## src/rtl/ivm_pkg.sv

```systemverilog
package ivm_pkg;

	localparam int XLEN = 32;

	// data memory depth must stay a power of two: the address wrap is a plain mask
	localparam int MEM_WORDS = 4096;
	localparam int MEM_AW = $clog2(MEM_WORDS);

	localparam int NUM_REGS = 16;
	localparam int REG_IDX_W = 4;
	localparam int REG_DEPTH = 2 ** REG_IDX_W;

	localparam int MAX_PROGRAM = 1024;
	localparam int TGT_W = $clog2(MAX_PROGRAM);
	localparam int LEN_W = $clog2(MAX_PROGRAM) + 1;

	localparam int S_DATA_W = 56;
	localparam int S_USER_W = 3;
	localparam int M_DATA_W = 72;

	localparam int APB_AW = 3;
	localparam int APB_DW = 32;
	localparam int CFG_IDX_W = APB_AW - 2;
	localparam logic [CFG_IDX_W-1:0] CFG_PROG_LEN = '0;

	typedef enum logic [2:0] {
		OP_ADDI = 3'd0,
		OP_BEQ  = 3'd1,
		OP_BNE  = 3'd2,
		OP_LW   = 3'd3,
		OP_SW   = 3'd4,
		OP_JALR = 3'd5,
		OP_J    = 3'd6,
		OP_HALT = 3'd7
	} ivm_op_t;

	typedef struct packed {
		logic                 en;
		logic [REG_IDX_W-1:0] addr;
		logic [XLEN-1:0]      data;
	} ivm_rwr_t;

	typedef struct packed {
		logic              en;
		logic [MEM_AW-1:0] addr;
		logic [XLEN-1:0]   data;
	} ivm_mwr_t;

	function automatic logic reg_writable(input logic [REG_IDX_W-1:0] idx);
		return (idx != '0) && (32'(idx) < NUM_REGS);
	endfunction

endpackage

```

## src/rtl/ivm_ram.sv

```systemverilog
module ivm_ram #(
	parameter int WIDTH = 32,
	parameter int DEPTH = 16
) (
	input  logic                     clk,
	input  logic                     we,
	input  logic [$clog2(DEPTH)-1:0] waddr,
	input  logic [WIDTH-1:0]         wdata,
	input  logic [$clog2(DEPTH)-1:0] raddr,
	output logic [WIDTH-1:0]         rdata
);

	logic [WIDTH-1:0] mem_q [DEPTH];

	// read returns the old word when the same entry is written in the same cycle
	always_ff @(posedge clk) begin
		if (we) begin
			mem_q[waddr] <= wdata;
		end
		rdata <= mem_q[raddr];
	end

endmodule

```

## src/rtl/ivm_regfile.sv

```systemverilog
module ivm_regfile (
	input  logic                          clk,
	input  logic                          arst_n,
	input  logic [ivm_pkg::REG_IDX_W-1:0] raddr_a,
	input  logic [ivm_pkg::REG_IDX_W-1:0] raddr_b,
	input  ivm_pkg::ivm_rwr_t             wr,
	output logic [ivm_pkg::XLEN-1:0]      rdata_a,
	output logic [ivm_pkg::XLEN-1:0]      rdata_b
);
	import ivm_pkg::*;

	logic [REG_DEPTH-1:0] valid_q;
	logic [REG_IDX_W-1:0] addr_a_q;
	logic [REG_IDX_W-1:0] addr_b_q;
	ivm_rwr_t             last_q;
	logic [XLEN-1:0]      ram_a;
	logic [XLEN-1:0]      ram_b;

	// two copies so both source registers come out in the same cycle
	ivm_ram #(.WIDTH(XLEN), .DEPTH(REG_DEPTH)) u_ram_a (
		.clk   (clk),
		.we    (wr.en),
		.waddr (wr.addr),
		.wdata (wr.data),
		.raddr (raddr_a),
		.rdata (ram_a)
	);

	ivm_ram #(.WIDTH(XLEN), .DEPTH(REG_DEPTH)) u_ram_b (
		.clk   (clk),
		.we    (wr.en),
		.waddr (wr.addr),
		.wdata (wr.data),
		.raddr (raddr_b),
		.rdata (ram_b)
	);

	always_ff @(posedge clk or negedge arst_n) begin
		if (!arst_n) begin
			valid_q <= '0;
			last_q  <= '0;
		end else begin
			if (wr.en) begin
				valid_q[wr.addr] <= 1'b1;
			end
			last_q <= wr;
		end
	end

	always_ff @(posedge clk) begin
		addr_a_q <= raddr_a;
		addr_b_q <= raddr_b;
	end

	// a write on the read edge is missed by the ram, so take it from last_q
	always_comb begin
		if (last_q.en && last_q.addr == addr_a_q) begin
			rdata_a = last_q.data;
		end else if (valid_q[addr_a_q]) begin
			rdata_a = ram_a;
		end else begin
			rdata_a = '0;
		end
		if (last_q.en && last_q.addr == addr_b_q) begin
			rdata_b = last_q.data;
		end else if (valid_q[addr_b_q]) begin
			rdata_b = ram_b;
		end else begin
			rdata_b = '0;
		end
	end

endmodule

```

## config.mk

```make
export PLATFORM = sky130hd
export DESIGN_NAME = ivm_regfile
export DESIGN_NICKNAME = d
export VERILOG_FILES = /design/src/rtl/ivm_pkg.sv /design/src/rtl/ivm_ram.sv /design/src/rtl/ivm_regfile.sv
export SDC_FILE = /design/constraint.sdc
export NUM_CORES = 1
export LEC_CHECK = 0
export BUFFER_PORTS_ARGS = -buffer_cell sky130_fd_sc_hd__buf_2
export CORE_MARGIN = 4
export CORE_UTILIZATION = 59
export DETAILED_ROUTE_END_ITERATION = 7
export PLACE_DENSITY = 0.76
export SYNTH_ARGS = -nofsm -noshare
export SYNTH_HDL_FRONTEND = slang
export SYNTH_HIERARCHICAL = 1
export SYNTH_SLANG_ARGS = --single-unit
```

## constraint.sdc

```tcl
create_clock -name clk -period 1.8 [get_ports clk]
set_input_delay 0.09 -clock clk [delete_from_list [all_inputs] [get_ports clk]]
set_output_delay 0.09 -clock clk [all_outputs]
set_load 0.02 [all_outputs]
```

* Yosys cells after proc, flatten, opt, wreduce, memory -nomap -nowiden
Memory sizes are Yosys's and may differ from the RTL's. A register that Yosys moved wholly into a read port is not among the register bits.
Cells that the tools add are included.
** Storage, ports and cells
- Input port bits :: 47
- Output and inout port bits :: 64
- RAM bits :: 1024
- Memories :: 2
- Flip-flop bits (word level) :: 61
- Word-level logic and storage cells :: 30
** Memories
- u_ram_a.mem_q :: words 16, bits a word 32, rd ports 1, clocked after Yosys merged registers in 1, wr ports 1, line ivm_ram.sv:13 : logic [WIDTH-1:0] mem_q [DEPTH];
- u_ram_b.mem_q :: words 16, bits a word 32, rd ports 1, clocked after Yosys merged registers in 1, wr ports 1, line ivm_ram.sv:13
** Cells by class
- Mux-type cells :: 12
- Bitwise logic cells :: 1
- Order comparisons :: 4
- Eq/ne operators :: 2
- Reduce and logical (&&, ||, !) cells :: 3
** Operators by type and width (number)
- $mux 32 :: 4
- $or 16x16->16 :: 1
- $lt 4x5->1 const B :: 3
- $bmux 1 s4 :: 2
- $eq 4x4->1 :: 2
- $mux 1 :: 5
- $demux 1 s4 :: 1
- $ge 4x1->1 const B :: 1
- $logic_and 1x1->1 :: 3

* Logic depth before layout (Yosys ltp)
- Word-level depth :: 5
- Gate-level depth with buffers :: 6
- Gate-level depth less buffers :: 4

* By module
Netlist, hierarchy kept.
** By module, submodules not included
- ivm_ram :: times used 2, cells an instance 838, area each 19854.0 um^2, sequential area each 16015.4 um^2
- ivm_regfile :: times used 1, cells an instance 277, area each 3130.5 um^2, sequential area each 1486.4 um^2

* Least setup slack after synthesis
Ideal clock, no wire load.
- Path kind :: input -> register
- Start :: in wr[34] (netlist bit)
- End :: mem u_ram_a.mem_q[0][0] (enable)
- Arrival :: 2.808 ns
- Path buffers :: 0
- Stages on the path :: 2
- Setup slack :: -1.470 ns
- Required time :: 1.339 ns
- Cell sequence :: or3b_2 > nor3_1
** RTL lines
- start, declared :: line ivm_regfile.sv:6 : input ivm_pkg::ivm_rwr_t wr,
- end, declared :: line ivm_ram.sv:13
No word-level cell before the write port.

* Worst setup path after layout
- Start :: reg valid_q[13]
- End :: out rdata_a[13] (netlist bit)
** On the way
- Word-level cells in the longest chain between the ends :: 4
** Ends and longest elaborated chain
- start, declared :: line ivm_regfile.sv:12 : logic [REG_DEPTH-1:0] valid_q;
- start signal, assigned :: line ivm_regfile.sv:40 : valid_q <= '0;
- start signal, assigned by index :: line ivm_regfile.sv:44 : valid_q[wr.addr] <= 1'b1;
- $bmux 1 s4 :: line ivm_regfile.sv:59 : end else if (valid_q[addr_a_q]) begin
- $mux 1 (not written as such) :: line ivm_regfile.sv:59
- $mux 32 :: line ivm_regfile.sv:59
- $mux 32 :: line ivm_regfile.sv:57 : if (last_q.en && last_q.addr == addr_a_q) begin
- end, declared :: line ivm_regfile.sv:7 : output logic [ivm_pkg::XLEN-1:0] rdata_a,
Every way passes these cells. The select of a mux whose other input is x is not followed.

==> impl_metrics.csv <==
group,metric,value,unit
status,status,"complete, but fails checks",
status,violations,"setup timing",
setup_path,worst-setup-path-type,"reg -> out",
layout,layout_commonest_cell,"edfxtp_1",
setup_path,cp_max_fo,17,
timing,hold_ws,0.0686,ns
route,num_vias,22100,
setup_path,r2r_start,"u_ram_b/mem_q[11][2]",
yosys,synth.cell_area,42800,um2
placement,hpwlAfterDp,59600,um
power_and_ir_drop,switching_share,22.3,%
power_and_ir_drop,power.total,57.5,mW
placement,dp_slack,-0.123,ns
timing,setup_slack,-0.749,ns
setup_path,critPathCaptureType,"output port",
yosys,synth_fp_nets,2000,
grt,grt_overflow_total,0,
setup_path,crit_cells,6,
floorplanning,die-area,77000,um2
layout,fill_cells,4009,
placement,port_buffers,110,
route,drt-initial-drc-count,2956,
layout,mostFrequentLayoutCells,"edfxtp_1 (1024), mux4_2 (264), a22oi_1 (128), clkbuf_16 (112), buf_4 (87)",
layout,multiInputGateArea,9420,um2
yosys,synth-seq-cells,1149,
setup_path,cp-start-kind,"register",
timing,slew_viol_final,0,
floorplanning,core,71700,um2
clocking,htreeDepth,3,
yosys,muxShareOfSynthArea,14.1,%
setup_path,critical_path_required,1.71,ns
setup_path,critPathMaxStageDelay,0.50,ns
layout,nets,2312,
yosys,yosysWarnings,6,
power_and_ir_drop,seq_power_share,52.6,%
timing,rsz0062_at_grt,"true",
yosys,seq_area_frac_synth,78.2,%
setup_path,reg2reg_slack,0.25,ns
power_and_ir_drop,internal_power,44.7,mW
clocking,cts-root-buf,"clkbuf_16",
clocking,cts_buffers,107,
floorplanning,chipWidth,277,um
floorplanning,die_h,277,um
yosys,synthArstFlopShare,4.61,%
yosys,synth_compound_area_share,4.59,%
layout,fin_util,71.2,%
route,drt_pass1_iterations,5,
floorplanning,start_util,59.7,%
clocking,worstSkewPairLatency,0.67,ns
timing,post-route-min-period,2.55,ns
power_and_ir_drop,ir_drop,1.11,mV
timing,slew_headroom,47.6,%
yosys,synthSimpleGateAreaFrac,1.42,%
min_path,min_to,"last_q[32]",
setup_path,crit_chain,"mux4_2, mux2i_1, mux2_4, buf_12, o2bb2ai_1, buf_4",
route,ant_nets,0,
clocking,tritoncts,"done",
timing,min_period_over_period,142,%
setup_path,cp_data_arrival_time,2.46,ns
grt,grt_max_degree,54,
setup_path,crit_family,"multiplexers",
layout,syn_to_final_growth,19.2,%
grt,antenna_found_initial,6,
timing,final_hold_viol_count,0,
floorplanning,num_rows,98,
route,wl_per_cell,32.4,um
timing,setup_viol,64,
layout,drive_gt1_share,33.1,%
min_path,hp-class,"in -> reg",
power_and_ir_drop,pwr-share-comb,8.5,%
job,cap_violations,0,
route,drcViolationCount,0,
grt,grt_pass1_wl,154000,um
grt,grt_pass1_vias,22700,
route,via_per_inst,6.67,
timing,worst_pin_slew,0.786,ns
clocking,clk_pin_slew,0.07,ns
yosys,synth_top_family_by_area,"multiplexers",
min_path,hold_depth,2,
clocking,cts_sinks,1149,
power_and_ir_drop,leakagePower,16.7,nW
setup_path,r2r_end,"u_ram_b/rdata[2]",
power_and_ir_drop,switchingPower,12.8,mW
layout,seqCellArea,33500,um2
yosys,synthAdderAreaFrac,0,%
route,routed_wl,107000,um
yosys,ys_types,29,
placement,place.gp.congestion,0.866,
power_and_ir_drop,p_per_area,1130,nW/um2
clocking,cts_buffer_depth,3,
min_path,worstHoldStart,"wr[32]",
timing,fmax,392,MHz
yosys,synth_xor_area_share,0.164,%
yosys,syn_area_per_cell,21.9,um2
yosys,synth_edf_count,1024,
yosys,syn_inst,1953,
setup_path,cp_slowest_cell,"mux4_2",
floorplanning,top_level_ports,111,
yosys,ys.flop_type,"edfxtp_1",
power_and_ir_drop,clockPowerShare,38.9,%
timing,clock_skew,0.0226,ns
setup_path,r2r_cells,4,
grt,grt.total_usage,27.5,%
setup_path,critPathBufInv,2,
[cell families (layout without fill, tap and decap cells)]
group	count (synthesis)	after routing
flip-flops	1149	1149
AO/OA/AOI/OAI	272	272
multiplexers	270	270
AND/OR/NAND/NOR	140	140
buffers and inverters	114	517
XOR/XNOR	8	8
other	0	1
[flip-flops by register name (all words and copies together), names as in the netlist]
name,count
u_ram_a/rdata,32
valid_q,16
addr_a_q,4
addr_b_q,4
u_ram_b/rdata,32
u_ram_b/mem_q,512
last_q,37
u_ram_a/mem_q,512
[synth_stat cells (7+ instances only)]
master	number	area share, %
clkbuf_1	54	0.47
edfxtp_1	1024	72
buf_4	22	0.39
mux4_1	8	0.49
a22oi_1	128	2.2
nand2b_1	7	0.10
o2bb2ai_1	64	1.3
buf_1	18	0.16
nor2_1	32	0.28
nor3_1	9	0.11
mux4_2	256	13
nand2_1	72	0.63
o21ai_0	64	0.75
dfrtp_1	53	3.1
o21bai_1	11	0.19
xnor2_1	8	0.16
dfxtp_1	72	3.4
buf_2	8	0.093
[repair_timing]
item                                    in CTS  in global routing
cloned                                       2                  4
hold buffers                                45                  0
endpoints found under the hold margin      746                  0
pin swaps                                    0                  5
endpoints found under the setup margin      64                 64
setup buffers                                3                  5
gates resized for setup                     77                 74
[metrics by stage]
stage | instances | cell area (um2) | TNS (ns)
after floorplan | 1953 | 42900 | -199.15
after global placement | 3049 | 46300 | -0.527
after detailed placement | 3049 | 46300 | -5.62
after CTS | 3299 | 50600 | -44.39
after global routing | 3306 | 51100 | -50.19
final | 3307 | 51100 | -44.06
[metal layers]
metal	share of wire, %	GRT usage, %
met5	0	0
met4	2.6	7.90
met3	13	7.49
met2	48	42.6
met1	37	39.5
[area by class of cell]
type | count | area share (%)
diodes | 1 | 0.00490
repair buffers | 317 | 6.72
clock buffers | 152 | 5.91
clock inverters | 48 | 0.948
flip-flops and latches | 1149 | 65.6
multi-input cells | 690 | 18.4
well taps | 950 | 2.33
[power groups by stage]
stage / combinational (mW) / sequential (mW) / clock, mW
global route: 5.14 / 30.2 / 23.9
finish: 4.90 / 30.2 / 22.4
detailed placement: 4.15 / 30.7 / 0
CTS: 4.62 / 30.2 / 22.6
global placement: 4.03 / 30.7 / 0
floorplan: 2.40 / 30.5 / 0
[worst max-delay path by stage]
| stage | start | to | slack (ns) |
|---|---|---|---|
| 6_report | valid_q[13] | rdata_a[13] | -0.75 |
| 5_1_grt | valid_q[13] | rdata_a[16] | -0.84 |
| 4_1_cts | valid_q[15] | rdata_b[18] | -0.74 |
| 3_5_place_dp | addr_a_q[0] | rdata_a[12] | -0.12 |
| 3_3_place_gp | addr_b_q[0] | rdata_b[17] | -0.02 |
| 2_1_floorplan | wr[34] | u_ram_a/mem_q[10][0] | -0.32 |
Note: power is estimated with default switching activity, not from simulation.
